File: src/hdl/u8v_pkg.sv
// Package: shared types and byte constants for the UTF-8 stream validator.
`timescale 1ns / 1ps
`default_nettype none

package u8v_pkg;

    // Allowed range for the next continuation byte
    typedef enum logic [2:0] {
        RANGE_PLAIN = 3'd0,  // 80-BF
        RANGE_A0_BF = 3'd1,
        RANGE_80_9F = 3'd2,
        RANGE_90_BF = 3'd3,
        RANGE_80_8F = 3'd4
    } t_range;

    // Running check state carried from byte to byte
    typedef struct packed {
        logic [1:0] owed;   // continuations still expected
        t_range     rng;    // range for the next continuation
        logic       err;    // sticky error flag
    } t_state;

    localparam t_state STATE_RESET = '{owed: 2'd0, rng: RANGE_PLAIN, err: 1'b0};

    // Byte boundaries
    localparam logic [7:0] BYTE_NUL     = 8'h00;
    localparam logic [7:0] BYTE_ASCII_HI = 8'h7F;
    localparam logic [7:0] LEAD2_LO     = 8'hC2;
    localparam logic [7:0] LEAD2_HI     = 8'hDF;
    localparam logic [7:0] LEAD3_LO     = 8'hE0;
    localparam logic [7:0] LEAD3_HI     = 8'hEF;
    localparam logic [7:0] LEAD3_SURR   = 8'hED;
    localparam logic [7:0] LEAD4_LO     = 8'hF0;
    localparam logic [7:0] LEAD4_HI     = 8'hF4;
    localparam logic [7:0] CONT_LO      = 8'h80;
    localparam logic [7:0] CONT_HI      = 8'hBF;
    localparam logic [7:0] CONT_8F      = 8'h8F;
    localparam logic [7:0] CONT_90      = 8'h90;
    localparam logic [7:0] CONT_9F      = 8'h9F;
    localparam logic [7:0] CONT_A0      = 8'hA0;
    localparam logic [7:0] CONT_MASK    = 8'hC0;

endpackage

`default_nettype wire

File: src/hdl/u8v_if.sv
// Interfaces: byte input channel and verdict output channel.
`timescale 1ns / 1ps
`default_nettype none

interface u8v_byte_if;
    logic       valid;
    logic       ready;
    logic [7:0] data_byte;
    logic       last_byte;

    modport source (output valid, output data_byte, output last_byte, input ready);
    modport sink   (input valid, input data_byte, input last_byte, output ready);
endinterface

interface u8v_verdict_if;
    logic valid;
    logic ready;
    logic text_valid;

    modport source (output valid, output text_valid, input ready);
    modport sink   (input valid, input text_valid, output ready);
endinterface

`default_nettype wire

File: src/hdl/u8v_step.sv
// Per-byte state update and end-of-text verdict for the UTF-8 check.
`timescale 1ns / 1ps
`default_nettype none

module u8v_step (
    input  wire u8v_pkg::t_state i_state,
    input  wire logic [7:0]      i_data_byte,
    input  wire logic            i_last_byte,
    output u8v_pkg::t_state      o_state,
    output logic                 o_text_valid
);

    u8v_pkg::t_state w_upd;

    // True when a continuation byte lies in the allowed range
    function automatic logic in_range(input logic [7:0] b, input u8v_pkg::t_range rng);
        logic ok;
        case (rng)
            u8v_pkg::RANGE_A0_BF: ok = (b >= u8v_pkg::CONT_A0) && (b <= u8v_pkg::CONT_HI);
            u8v_pkg::RANGE_80_9F: ok = (b >= u8v_pkg::CONT_LO) && (b <= u8v_pkg::CONT_9F);
            u8v_pkg::RANGE_90_BF: ok = (b >= u8v_pkg::CONT_90) && (b <= u8v_pkg::CONT_HI);
            u8v_pkg::RANGE_80_8F: ok = (b >= u8v_pkg::CONT_LO) && (b <= u8v_pkg::CONT_8F);
            default:              ok = (b & u8v_pkg::CONT_MASK) == u8v_pkg::CONT_LO;
        endcase
        return ok;
    endfunction

    // Lead or continuation decode; nothing changes once an error is seen
    always_comb begin
        w_upd = i_state;
        if (!i_state.err) begin
            if (i_state.owed == 2'd0) begin
                w_upd.rng = u8v_pkg::RANGE_PLAIN;
                if (i_data_byte == u8v_pkg::BYTE_NUL) begin
                    w_upd.err  = 1'b1;
                    w_upd.owed = 2'd0;
                end else if (i_data_byte <= u8v_pkg::BYTE_ASCII_HI) begin
                    w_upd.owed = 2'd0;
                end else if (i_data_byte >= u8v_pkg::LEAD2_LO &&
                             i_data_byte <= u8v_pkg::LEAD2_HI) begin
                    w_upd.owed = 2'd1;
                end else if (i_data_byte >= u8v_pkg::LEAD3_LO &&
                             i_data_byte <= u8v_pkg::LEAD3_HI) begin
                    w_upd.owed = 2'd2;
                    if (i_data_byte == u8v_pkg::LEAD3_LO) begin
                        w_upd.rng = u8v_pkg::RANGE_A0_BF;
                    end else if (i_data_byte == u8v_pkg::LEAD3_SURR) begin
                        w_upd.rng = u8v_pkg::RANGE_80_9F;
                    end
                end else if (i_data_byte >= u8v_pkg::LEAD4_LO &&
                             i_data_byte <= u8v_pkg::LEAD4_HI) begin
                    w_upd.owed = 2'd3;
                    if (i_data_byte == u8v_pkg::LEAD4_LO) begin
                        w_upd.rng = u8v_pkg::RANGE_90_BF;
                    end else if (i_data_byte == u8v_pkg::LEAD4_HI) begin
                        w_upd.rng = u8v_pkg::RANGE_80_8F;
                    end
                end else begin
                    // stray continuation, C0/C1 or F5-FF
                    w_upd.err  = 1'b1;
                    w_upd.owed = 2'd0;
                end
            end else if (in_range(i_data_byte, i_state.rng)) begin
                w_upd.owed = i_state.owed - 2'd1;
                w_upd.rng  = u8v_pkg::RANGE_PLAIN;
            end else begin
                w_upd.err  = 1'b1;
                w_upd.owed = 2'd0;
                w_upd.rng  = u8v_pkg::RANGE_PLAIN;
            end
        end
    end

    // Verdict on the final byte, then back to the start state
    assign o_text_valid = !w_upd.err && (w_upd.owed == 2'd0);
    assign o_state      = i_last_byte ? u8v_pkg::STATE_RESET : w_upd;

endmodule

`default_nettype wire

File: src/hdl/utf8_stream_validator_core.sv
// Top level: input register, per-byte check, verdict register.
// The verdict is registered: it goes valid once the final byte moves on from the byte register.
// Throughput: one byte per cycle; the byte register and the verdict register
//   let a new byte in while a verdict waits, and only a final byte stalls on it.
// Reset: synchronous, active low; clears the byte and verdict valid flags and
//   returns the check state to no owed continuations and no error.
`timescale 1ns / 1ps
`default_nettype none

module utf8_stream_validator_core (
    input  wire logic            i_clk,
    input  wire logic            i_rst_n,
    u8v_byte_if.sink             i_byte,
    u8v_verdict_if.source        o_verdict
);

    logic            r_in_valid;
    logic [7:0]      r_in_byte;
    logic            r_in_last;
    u8v_pkg::t_state r_state;
    u8v_pkg::t_state n_state;
    logic            r_out_valid;
    logic            r_out_text_valid;
    logic            n_text_valid;
    logic            w_adv;
    logic            w_take;

    // A buffered byte moves on unless it is final and the verdict slot is full
    assign w_adv  = r_in_valid && (!r_in_last || !r_out_valid || o_verdict.ready);
    assign w_take = i_byte.valid && i_byte.ready;

    assign i_byte.ready         = !r_in_valid || w_adv;
    assign o_verdict.valid      = r_out_valid;
    assign o_verdict.text_valid = r_out_text_valid;

    u8v_step u_step (
        .i_state      (r_state),
        .i_data_byte  (r_in_byte),
        .i_last_byte  (r_in_last),
        .o_state      (n_state),
        .o_text_valid (n_text_valid)
    );

    // Control registers and check state
    always_ff @(posedge i_clk) begin
        if (!i_rst_n) begin
            r_in_valid  <= 1'b0;
            r_out_valid <= 1'b0;
            r_state     <= u8v_pkg::STATE_RESET;
        end else begin
            if (w_take) begin
                r_in_valid <= 1'b1;
            end else if (w_adv) begin
                r_in_valid <= 1'b0;
            end
            if (w_adv) begin
                r_state <= n_state;
            end
            if (w_adv && r_in_last) begin
                r_out_valid <= 1'b1;
            end else if (o_verdict.ready) begin
                r_out_valid <= 1'b0;
            end
        end
    end

    // Payload registers
    always_ff @(posedge i_clk) begin
        if (w_take) begin
            r_in_byte <= i_byte.data_byte;
            r_in_last <= i_byte.last_byte;
        end
        if (w_adv && r_in_last) begin
            r_out_text_valid <= n_text_valid;
        end
    end

`ifndef SYNTH
    // A final byte always leaves the start state behind it
    a_reset_after_last: assert property (@(posedge i_clk) disable iff (!i_rst_n)
        (w_adv && r_in_last) |=> (r_state.owed == 2'd0 && !r_state.err &&
                                  r_state.rng == u8v_pkg::RANGE_PLAIN))
        else $error("check state not cleared after final byte");

    // A final byte that moves on produces a verdict next cycle
    a_verdict_follows: assert property (@(posedge i_clk) disable iff (!i_rst_n)
        (w_adv && r_in_last) |=> r_out_valid)
        else $error("final byte produced no verdict");

    // An error never leaves continuations owed
    a_err_no_owed: assert property (@(posedge i_clk) disable iff (!i_rst_n)
        r_state.err |-> (r_state.owed == 2'd0))
        else $error("error flag set with continuations owed");

    // A held byte keeps its value until it moves on
    a_byte_held: assert property (@(posedge i_clk) disable iff (!i_rst_n)
        (r_in_valid && !w_adv) |=> (r_in_valid && $stable(r_in_byte) && $stable(r_in_last)))
        else $error("buffered byte lost while stalled");
`endif

endmodule

`default_nettype wire
File: src/flat_wrapper.sv
// flat-port wrapper written by rule: the top's interface ports become plain ports
module utf8_stream_validator_core_flat 
  (i_clk, i_rst_n, i_byte_valid, i_byte_data_byte, i_byte_last_byte, i_byte_ready, o_verdict_valid, o_verdict_text_valid, o_verdict_ready);
  u8v_byte_if i_byte_i ();
  u8v_verdict_if o_verdict_i ();
  input  wire logic i_clk;
  input  wire logic i_rst_n;
  input wire logic [$bits(i_byte_i.valid)-1:0] i_byte_valid;
  input wire logic [$bits(i_byte_i.data_byte)-1:0] i_byte_data_byte;
  input wire logic [$bits(i_byte_i.last_byte)-1:0] i_byte_last_byte;
  output wire logic [$bits(i_byte_i.ready)-1:0] i_byte_ready;
  output wire logic [$bits(o_verdict_i.valid)-1:0] o_verdict_valid;
  output wire logic [$bits(o_verdict_i.text_valid)-1:0] o_verdict_text_valid;
  input wire logic [$bits(o_verdict_i.ready)-1:0] o_verdict_ready;
  assign i_byte_i.valid = i_byte_valid;
  assign i_byte_i.data_byte = i_byte_data_byte;
  assign i_byte_i.last_byte = i_byte_last_byte;
  assign i_byte_ready = i_byte_i.ready;
  assign o_verdict_valid = o_verdict_i.valid;
  assign o_verdict_text_valid = o_verdict_i.text_valid;
  assign o_verdict_i.ready = o_verdict_ready;
  utf8_stream_validator_core u_core (.i_clk(i_clk), .i_rst_n(i_rst_n), .i_byte(i_byte_i), .o_verdict(o_verdict_i));
endmodule
File: config.mk
export PLATFORM = sky130hd
export DESIGN_NAME = utf8_stream_validator_core_flat
export DESIGN_NICKNAME = d
export VERILOG_FILES = /design/src/hdl/u8v_pkg.sv /design/src/hdl/u8v_if.sv /design/src/hdl/u8v_step.sv /design/src/hdl/utf8_stream_validator_core.sv /design/src/flat_wrapper.sv
export SDC_FILE = /design/constraint.sdc
export NUM_CORES = 1
export LEC_CHECK = 0
export CAP_MARGIN = 5
export CORE_ASPECT_RATIO = 0.75
export CORE_MARGIN = 2
export CORE_UTILIZATION = 40
export DETAILED_ROUTE_END_ITERATION = 8
export DONT_BUFFER_PORTS = 1
export SYNTH_ARGS = -nofsm -noshare
export SYNTH_HDL_FRONTEND = slang
export SYNTH_SLANG_ARGS = --single-unit
File: constraint.sdc
create_clock -name i_clk -period 1.85 [get_ports i_clk]
set_input_delay 0.185 -clock i_clk [delete_from_list [all_inputs] [get_ports i_clk]]
set_output_delay 0.185 -clock i_clk [all_outputs]
set_load 0.02 [all_outputs]
==> impl_metrics.json, run 1 <==
{
  "leakage_nw": 0.363,
  "critical-path-top-delay-family": "simple AND/OR/NAND/NOR gates",
  "top_layer": "met4",
  "wl_met3_um": 172,
  "cts.sinks": 18,
  "yosys.cell_count.top_type": "edfxtp_1",
  "nets": 116,
  "cp-start-kind": "flop",
  "drc": 0,
  "drv_cap": 0,
  "finalWirelength_um": 1990,
  "yosysTopAreaCellShare": 0.339,
  "ir_drop_mv": 0.559,
  "r2r_cells": 5,
  "avgViaCountPerCell": 6.00,
  "dp_hpwl_um": 1280,
  "regToRegSetupSlack_ps": 120,
  "diodes": 0,
  "slew_violations": 0,
  "period_minus_slack_ps": 1730,
  "yosysUniqueCellTypes": 36,
  "ys_async_sr_fraction": 0,
  "worst-slew-pin-transition_ps": 890,
  "grt_pass1_wl_um": 2940,
  "critical_path_class": "reg2reg",
  "synthTopCellsByCount": "10 x edfxtp_1, 8 x dfxtp_1, 6 x nand2_1, 6 x nor2b_1",
  "area_delta_synth_final_pct": 22.5,
  "drt-pass1-iter-count": 4,
  "antenna_left": 0,
  "p_per_area_nw_per_um2": 679,
  "numCtsBuffers": 3,
  "drive_gt1_frac": 0.129,
  "n_fill_cell": 175,
  "wl_met1_um": 867,
  "placementRows": 14,
  "port_buffers": 0,
  "globalRouteOverflowTotal": 0,
  "start_util": 0.432,
  "cts_max_level": 1,
  "yosys_warnings": 0,
  "multi_input_comb_area_um2": 430,
  "whs_endpoint": "u_core.r_state[1]$_SDFFE_PN0P_",
  "yosysTopAreaCell": "edfxtp_1",
  "max_stage_delay_ps": 560,
  "cp_slowest_cell": "or4_1",
  "max_freq_ghz": 0.578,
  "setup_viol": 0,
  "wl_per_cell_um": 15.9,
  "grt_max_degree": 11,
  "r2r_end": "u_core.o_verdict.text_valid$_DFFE_PP_",
  "clock_path_buffers": 2,
  "detailroute.via_count": 750,
  "min_period_over_period": 0.935,
  "final_hold_viol_count": 0,
  "dr_wl_met2_um": 943,
  "antenna_found_initial": 0,
  "synth_edf_count": 10,
  "rr_startpoint": "u_core.r_in_byte[1]$_DFFE_PP_",
  "netlist_area_um2": 886,
  "path_buf_inv": 0,
  "clk_latency_ps": 300,
  "grt_util_all_layers": 0.158,
  "die_h_um": 44.8,
  "finalInstanceArea_um2": 1080,
  "placed_cell_area_um2": 927,
  "syn_nets": 99,
  "yosys_register_bits": 18,
  "critPathArrivalTime_ps": 1790,
  "ys_seq_area_frac": 0.520,
  "root_buffer": "clkbuf_4",
  "status": "finished, final reports clean",
  "maxSlewHeadroom": 0.404,
  "worst_ep_required_time_ps": 1910,
  "path_clk_slew_ps": 100,
  "avgSynthCellArea_um2": 10.4,
  "synth_area_leaders": "edfxtp_1 34%, dfxtp_1 18%, nor2b_1 4.2%, and3_1 2.8%, nand2_1 2.5%",
  "core_region_area_um2": 2050,
  "setup_tns_ps": 0,
  "hold_start": "i_rst_n",
  "crit_path_end_kind": "flop",
  "drt-initial-drc-count": 36,
  "synthCells": 85,
  "fin_skew_ps": 6.78,
  "hp-class": "in2reg",
  "die_area_um2": 2610,
  "synth-main-ff-cell": "edfxtp_1",
  "dpl.cell_count": 110,
  "cp_max_fo": 5,
  "die_w_um": 58.3,
  "min_path_cells": 1,
  "io_pins": 16,
  "cp_cell_sequence": "or4_1 > o21ai_1 > a221oi_2 > a21oi_2 > nor4_2",
  "seq_area_um2": 460,
  "grt_pass1_vias": 677,
  "stdcell_count": 125,
  "cts_tree": "yes",
  "gp_congestion": 0.878
}
==> report_power, final <==
group          total [mW]  internal, mW  switching, mW  leakage (nW)
registers           0.463         0.440         0.0224         0.162
clock network       0.201        0.0787          0.123        0.0154
logic              0.0729        0.0406         0.0323         0.186
==> per-stage QoR <==
| step | hold slack [ps] | util | total power [mW] | setup WS (ps) |
|---|---|---|---|---|
| CTS | 7.86 | 0.509 | 0.735 | 89.9 |
| finish | 14.2 | 0.529 | 0.737 | 120 |
| floorplan | 284 | - | 0.505 | 229 |
| global route | 6.28 | 0.529 | 0.775 | -12.0 |
| detailed placement | 284 | 0.452 | 0.519 | 89.3 |
| global placement | 284 | 0.452 | 0.519 | 95.8 |
==> how the worst max path moves through the flow <==
| stage | start | to | slack, ps | cells after the start |
|---|---|---|---|---|
| after detailed placement | u_core.r_in_byte[2]$_DFFE_PP_ | u_core.o_verdict.text_valid$_DFFE_PP_ | 90 | 5 |
| after global placement | u_core.r_in_byte[2]$_DFFE_PP_ | u_core.o_verdict.text_valid$_DFFE_PP_ | 100 | 5 |
| final | u_core.r_in_byte[1]$_DFFE_PP_ | u_core.o_verdict.text_valid$_DFFE_PP_ | 120 | 5 |
| after global routing | u_core.r_state[4]$_SDFFE_PN0P_ | u_core.o_verdict.text_valid$_DFFE_PP_ | -10 | 6 |
| after CTS | u_core.r_in_byte[2]$_DFFE_PP_ | u_core.o_verdict.text_valid$_DFFE_PP_ | 90 | 5 |
| after floorplan | u_core.r_in_byte[2]$_DFFE_PP_ | u_core.o_verdict.text_valid$_DFFE_PP_ | 230 | 5 |
==> state kept, by name, indices dropped and copies added, names as in the netlist <==
signal	count
u_core.r_state	6
u_core.r_in_valid	1
u_core.o_verdict.valid	1
u_core.r_in_byte	8
u_core.r_in_last	1
u_core.o_verdict.text_valid	1
==> placed cells by master, fill, tap and decap left out, types with 4 or more instances in the layout <==
cell / count
dlygate4sd3_1: 10
edfxtp_1: 10
dfxtp_1: 8
nor2b_1: 6
nand2_1: 6
inv_1: 4
nand3_1: 4
and3_1: 4
==> logic make-up after synthesis <==
group / after synthesis / share of synthesized area
AND/OR/NAND/NOR: 35 / 0.230
AO/OA/AOI/OAI: 26 / 0.215
flip-flops: 18 / 0.520
buffers and inverters: 5 / 0.0212
adder cells (fa/ha/maj): 1 / 0.0141
==> routing by layer <==
metal  track usage  vias up
met5             0        -
li1              -      359
met1         0.203      347
met4        0.0512        0
met3        0.0688        2
met2         0.240       42
==> what timing repair did <==
action,CTS,global route
setup buffers,0,1
gates resized for setup,0,4
hold buffers,9,1
endpoints found under the hold margin,9,1
setup endpoints to repair,0,3
==> area by class of cell <==
type,count,share of cell area
Sequential cell,18,0.424
Multi-Input combinational cell,62,0.397
Timing Repair Buffer,13,0.113
Tap cell,24,0.0277
Clock buffer,3,0.0208
Inverter,4,0.0138
Clock inverter,1,0.00346
Power figures use the tool's default switching activity.
==> run 2, diff against run 1 <==
--- a/config.mk
+++ b/config.mk
@@ -11,6 +11,7 @@
 export CORE_UTILIZATION = 40
 export DETAILED_ROUTE_END_ITERATION = 8
 export DONT_BUFFER_PORTS = 1
+export SETUP_SLACK_MARGIN = 0.3
 export SYNTH_ARGS = -nofsm -noshare
 export SYNTH_HDL_FRONTEND = slang
 export SYNTH_SLANG_ARGS = --single-unit
==> run 2 against run 1 <==
Effect of this change:
- clock-buffer cell count unchanged
- setup slack better by 12 ps
- first-iteration DRC count down 22%
- final cell count up 5.6%
- global-route usage up 1.9 points
- die area unchanged
- register-to-register slack about the same
- utilization up 4.5 points
- via count up 3.5%
- clock power about the same
- sequential share of layout area down 3.2 points
- non-clock buffer count up 7
- critical endpoint unchanged
- largest cell class is now multi-input combinational cells
- largest power group unchanged
- highest routed layer unchanged
==> impl_metrics.json, run 2 (same netlist as run 1, synthesis figures left out) <==
{
  "regMostFlops": "u_core.r_in_byte",
  "critical_path_class": "reg2reg",
  "die_h_um": 44.8,
  "grt_pass1_vias": 743,
  "final_hold_viol_count": 0,
  "cp-start-kind": "flop",
  "stdcell_count": 132,
  "die_area_um2": 2610,
  "grt_util_all_layers": 0.177,
  "core_region_area_um2": 2050,
  "port_buffers": 0,
  "detailroute.via_count": 776,
  "grt_max_degree": 11,
  "n_fill_cell": 154,
  "rsz0062_at_grt": "yes",
  "period_minus_slack_ps": 1720,
  "maxSlewHeadroom": 0.644,
  "numCtsBuffers": 3,
  "nets": 123,
  "drt-pass1-iter-count": 4,
  "setup_tns_ps": 0,
  "leakage_nw": 0.412,
  "final_common_cell": "buf_4",
  "antenna_left": 0,
  "drive_gt1_frac": 0.278,
  "finalPower_mw": 0.755,
  "rr_startpoint": "u_core.r_in_byte[1]$_DFFE_PP_",
  "cts.sinks": 18,
  "slew_violations": 0,
  "io_pins": 16,
  "worst-slew-pin-transition_ps": 532,
  "diodes": 0,
  "cts_max_level": 1,
  "area_delta_synth_final_pct": 32.9,
  "clock_path_buffers": 2,
  "path_clk_slew_ps": 100,
  "gp_congestion": 0.878,
  "max_freq_ghz": 0.582,
  "root_buffer": "clkbuf_4",
  "antenna_found_initial": 0,
  "clk_latency_ps": 290,
  "die_w_um": 58.3,
  "dpl.cell_count": 110,
  "finalWirelength_um": 2080,
  "globalRouteOverflowTotal": 0,
  "hold_start": "i_rst_n",
  "cp_max_fo": 4,
  "largest_reg_flops": 8,
  "worst_ep_required_time_ps": 1900,
  "wl_per_cell_um": 15.7,
  "avgViaCountPerCell": 5.88,
  "grt_pass1_wl_um": 3390,
  "drv_cap": 0,
  "p_per_area_nw_per_um2": 641,
  "critPathArrivalTime_ps": 1770,
  "drt-initial-drc-count": 28,
  "start_util": 0.432,
  "status": "finished, final reports clean",
  "min_period_over_period": 0.929,
  "worstSetupStartpoint": "u_core.r_in_byte[1]$_DFFE_PP_",
  "final_cell_mix": "11 x buf_4, 10 x edfxtp_1, 9 x dlygate4sd3_1",
  "hp-class": "in2reg",
  "reg_top3": "u_core.r_in_byte x8, u_core.r_state x6",
  "dp_hpwl_um": 1280,
  "ir_drop_mv": 0.460,
  "crit_path_end_kind": "flop",
  "placementRows": 14,
  "fin_skew_ps": 1.55,
  "cts_tree": "yes",
  "drc": 0,
  "setup_viol": 0
}
## run 2: changes by cell type in the layout (fill, tap and decap cells not counted), sizes merged
cell,previous run,this run
buf,3,11
dlygate4sd3,10,9
## run 2: final timing paths
kind,endpoint,slack [ps],cells past startpoint
hold / removal,u_core.r_state[3]$_SDFFE_PN0P_,20,1
hold reg to reg,u_core.r_state[4]$_SDFFE_PN0P_,490,2
setup / recovery,u_core.o_verdict.text_valid$_DFFE_PP_,130,5
setup reg to reg,u_core.o_verdict.text_valid$_DFFE_PP_,130,5
## run 2: stage by stage
| stage | instance area [µm²] | setup slack (ps) | util | hold WS, ps |
|---|---|---|---|---|
| 2_1_floorplan | 886 | 229 | - | 284 |
| 3_3_place_gp | 927 | 93.7 | 0.452 | 284 |
| 3_5_place_dp | 927 | 102 | 0.452 | 284 |
| 4_1_cts | 1120 | 179 | 0.547 | 7.48 |
| 5_1_grt | 1180 | 103 | 0.574 | 6.96 |
| 6_report | 1180 | 131 | 0.574 | 16.7 |
## run 2: power breakdown
part / switching (mW) / internal (mW) / total [mW] / leakage, nW
Combinational: 0.0392 / 0.0520 / 0.0911 / 0.234
Sequential: 0.0227 / 0.440 / 0.463 / 0.163
Clock: 0.122 / 0.0785 / 0.201 / 0.0154
Total: 0.184 / 0.571 / 0.755 / 0.412
## run 2: what timing repair did
action                                 CTS  global route
resized for setup                        8             7
pin swaps                                2             6
hold buffers                             9             0
setup endpoints to repair               16             7
endpoints found under the hold margin    9             0
buffers inserted                         6             3
## run 2: worst max-delay path: stages (launching register included)
cell	delay, ps
edfxtp_1	460
or4_4	570
o21ai_2	140
a221oi_2	90
a21oi_1	160
nor4_2	60
## run 2: routing by layer
layer	wire [µm]	global-route usage
met4	31	0.0744
met5	0	0
met3	143	0.0487
met2	982	0.272
met1	920	0.237
## run 2: area by class of cell
type	count	area [µm²]	area share
Multi-Input combinational cell	62	472	0.401
Clock inverter	1	3.75	0.00319
Inverter	4	15.0	0.0128
Clock buffer	3	22.5	0.0191
Tap cell	24	30.0	0.0255
Timing Repair Buffer	20	173	0.147
Sequential cell	18	462	0.392
==> run 3, diff against run 2 <==
--- a/config.mk
+++ b/config.mk
@@ -5,8 +5,6 @@
 export SDC_FILE = /design/constraint.sdc
 export NUM_CORES = 1
 export LEC_CHECK = 0
-export CAP_MARGIN = 5
-export CORE_ASPECT_RATIO = 0.75
 export CORE_MARGIN = 2
 export CORE_UTILIZATION = 40
 export DETAILED_ROUTE_END_ITERATION = 8
==> run 3 against run 2 <==
Effect of this change:
- critical path depth stayed put
- worst hold slack worse by 2.6 ps
- final cell count is 4.5% higher
- sequential share of layout area is 1.4 points lower
- register-to-register slack better by 60 ps
- wire length is 6.1% lower
- critical endpoint unchanged
- largest cell class unchanged
==> impl_metrics.json, run 3 (same netlist as run 1, synthesis figures left out) <==
{
  "status": "finished, final reports clean",
  "path_buf_inv": 0,
  "finalWirelength_um": 1950,
  "regMostFlops": "u_core.r_in_byte",
  "reg_top3": "u_core.r_in_byte x8, u_core.r_state x6",
  "area_delta_synth_final_pct": 38.1,
  "cp_slowest_cell": "or4_1",
  "r2r_end": "u_core.o_verdict.text_valid$_DFFE_PP_",
  "worst-slew-pin-transition_ps": 546,
  "hold_start": "i_rst_n",
  "slew_violations": 0,
  "cts_max_level": 1,
  "wl_per_cell_um": 14.1,
  "grt_pass1_vias": 676,
  "ir_drop_mv": 0.561,
  "whs_endpoint": "u_core.r_state[1]$_SDFFE_PN0P_",
  "diodes": 0,
  "seq_power_share": 0.599,
  "avgViaCountPerCell": 5.54,
  "antenna_found_initial": 0,
  "drt-pass1-iter-count": 5,
  "die_w_um": 51.1,
  "max_stage_delay_ps": 520,
  "grt_max_degree": 11,
  "regToRegSetupSlack_ps": 190,
  "port_buffers": 0,
  "p_int_mw": 0.581,
  "final_cell_mix": "12 x buf_4, 10 x edfxtp_1, 9 x dlygate4sd3_1",
  "placed_cell_area_um2": 940,
  "period_minus_slack_ps": 1660,
  "dp_hpwl_um": 1190,
  "io_pins": 16,
  "rsz0062_at_grt": "yes",
  "die_h_um": 51.1,
  "cp_cell_sequence": "or4_1 > o21ai_2 > a221oi_2 > a21oi_1 > nor4_1",
  "power.switching_mw": 0.185,
  "detailroute.via_count": 764,
  "min_path_cells": 1,
  "max_freq_ghz": 0.602,
  "pwr-share-comb": 0.132,
  "leakage_nw": 0.430,
  "clkPwrFrac": 0.269,
  "start_util": 0.412,
  "fin_skew_ps": 9.30,
  "cp-start-kind": "flop",
  "finalInstanceArea_um2": 1220,
  "grt_pass1_wl_um": 3020,
  "hp-class": "in2reg",
  "globalRouteOverflowTotal": 0,
  "largest_reg_flops": 8,
  "critical-path-top-delay-family": "simple AND/OR/NAND/NOR gates",
  "drv_cap": 0,
  "worst_ep_required_time_ps": 1900,
  "drive_gt1_frac": 0.309,
  "gp_congestion": 0.896,
  "crit_path_end_kind": "flop",
  "antenna_left": 0,
  "r2r_cells": 5,
  "switching_share": 0.241,
  "placementRows": 17,
  "final_common_cell": "buf_4",
  "core_region_area_um2": 2150,
  "clock_path_buffers": 2,
  "setup_tns_ps": 0,
  "final_hold_viol_count": 0,
  "critical_path_class": "reg2reg",
  "setup_viol": 0,
  "path_clk_slew_ps": 110,
  "p_per_area_nw_per_um2": 626,
  "worstSetupStartpoint": "u_core.r_in_byte[4]$_DFFE_PP_",
  "root_buffer": "clkbuf_4",
  "cp_max_fo": 7,
  "numCtsBuffers": 3,
  "clk_latency_ps": 300,
  "rr_startpoint": "u_core.r_in_byte[4]$_DFFE_PP_",
  "min_period_over_period": 0.898,
  "maxSlewHeadroom": 0.635,
  "die_area_um2": 2610,
  "critPathArrivalTime_ps": 1710,
  "nets": 125,
  "drc": 0,
  "cts_tree": "yes",
  "cts.sinks": 18,
  "drt-initial-drc-count": 8,
  "grt_util_all_layers": 0.160
}
[run 3: stage by stage]
| stage | std cells | utilization | power, mW | hold slack (ps) | setup WS, ps |
|---|---|---|---|---|---|
| 3_3_place_gp | 115 | 0.437 | 0.518 | 284 | 127 |
| 3_5_place_dp | 115 | 0.437 | 0.518 | 284 | 142 |
| 5_1_grt | 138 | 0.570 | 0.799 | 3.16 | 106 |
| 4_1_cts | 133 | 0.535 | 0.753 | 9.25 | 205 |
| 2_1_floorplan | 85 | - | 0.505 | 284 | 229 |
| 6_report | 138 | 0.570 | 0.766 | 14.0 | 189 |
[run 3: final cells by class]
cell class,count,area [µm²]
repair buffers,22,191
inverters,4,15.0
well taps,28,35.0
clock buffers,4,26.3
fillers,177,925
multi-input cells,62,493
flip-flops and latches,18,463
[run 3: repair_timing]
item | 4_1_cts | 5_1_grt
setup endpoints to repair | 15 | 8
pin swaps | 4 | 7
endpoints found under the hold margin | 9 | 0
hold buffers | 9 | 0
buffers inserted | 5 | 5
gates resized for setup | 11 | 9
[run 3: how the worst max path moves through the flow]
stage / end / cells after the start
floorplan: u_core.o_verdict.text_valid$_DFFE_PP_ / 5
global placement: u_core.o_verdict.text_valid$_DFFE_PP_ / 5
detailed placement: u_core.o_verdict.text_valid$_DFFE_PP_ / 5
CTS: u_core.o_verdict.text_valid$_DFFE_PP_ / 5
global route: u_core.o_verdict.text_valid$_DFFE_PP_ / 5
finish: u_core.o_verdict.text_valid$_DFFE_PP_ / 5
[run 3: power groups by stage]
stage	Clock [mW]	Sequential (mW)	Combinational, mW
CTS	0.212	0.458	0.0824
finish	0.206	0.459	0.101
global route	0.229	0.462	0.108
detailed placement	0	0.469	0.0493
floorplan	0	0.465	0.0397
global placement	0	0.469	0.0493
[run 3: worst register-to-register path, stage by stage, from the launching register on]
cell and delay, ps:
edfxtp_1 490, or4_1 520, o21ai_2 150, a221oi_2 60
a21oi_1 130, nor4_1 60
[run 3: per-layer routing]
| layer | share of wire | track usage | vias up |
|---|---|---|---|
| li1 | - | - | 378 |
| met1 | 0.45 | 0.205 | 361 |
| met4 | 0.019 | 0.0721 | 0 |
| met3 | 0.034 | 0.0351 | 6 |
| met5 | 0 | 0 | - |
| met2 | 0.50 | 0.255 | 19 |
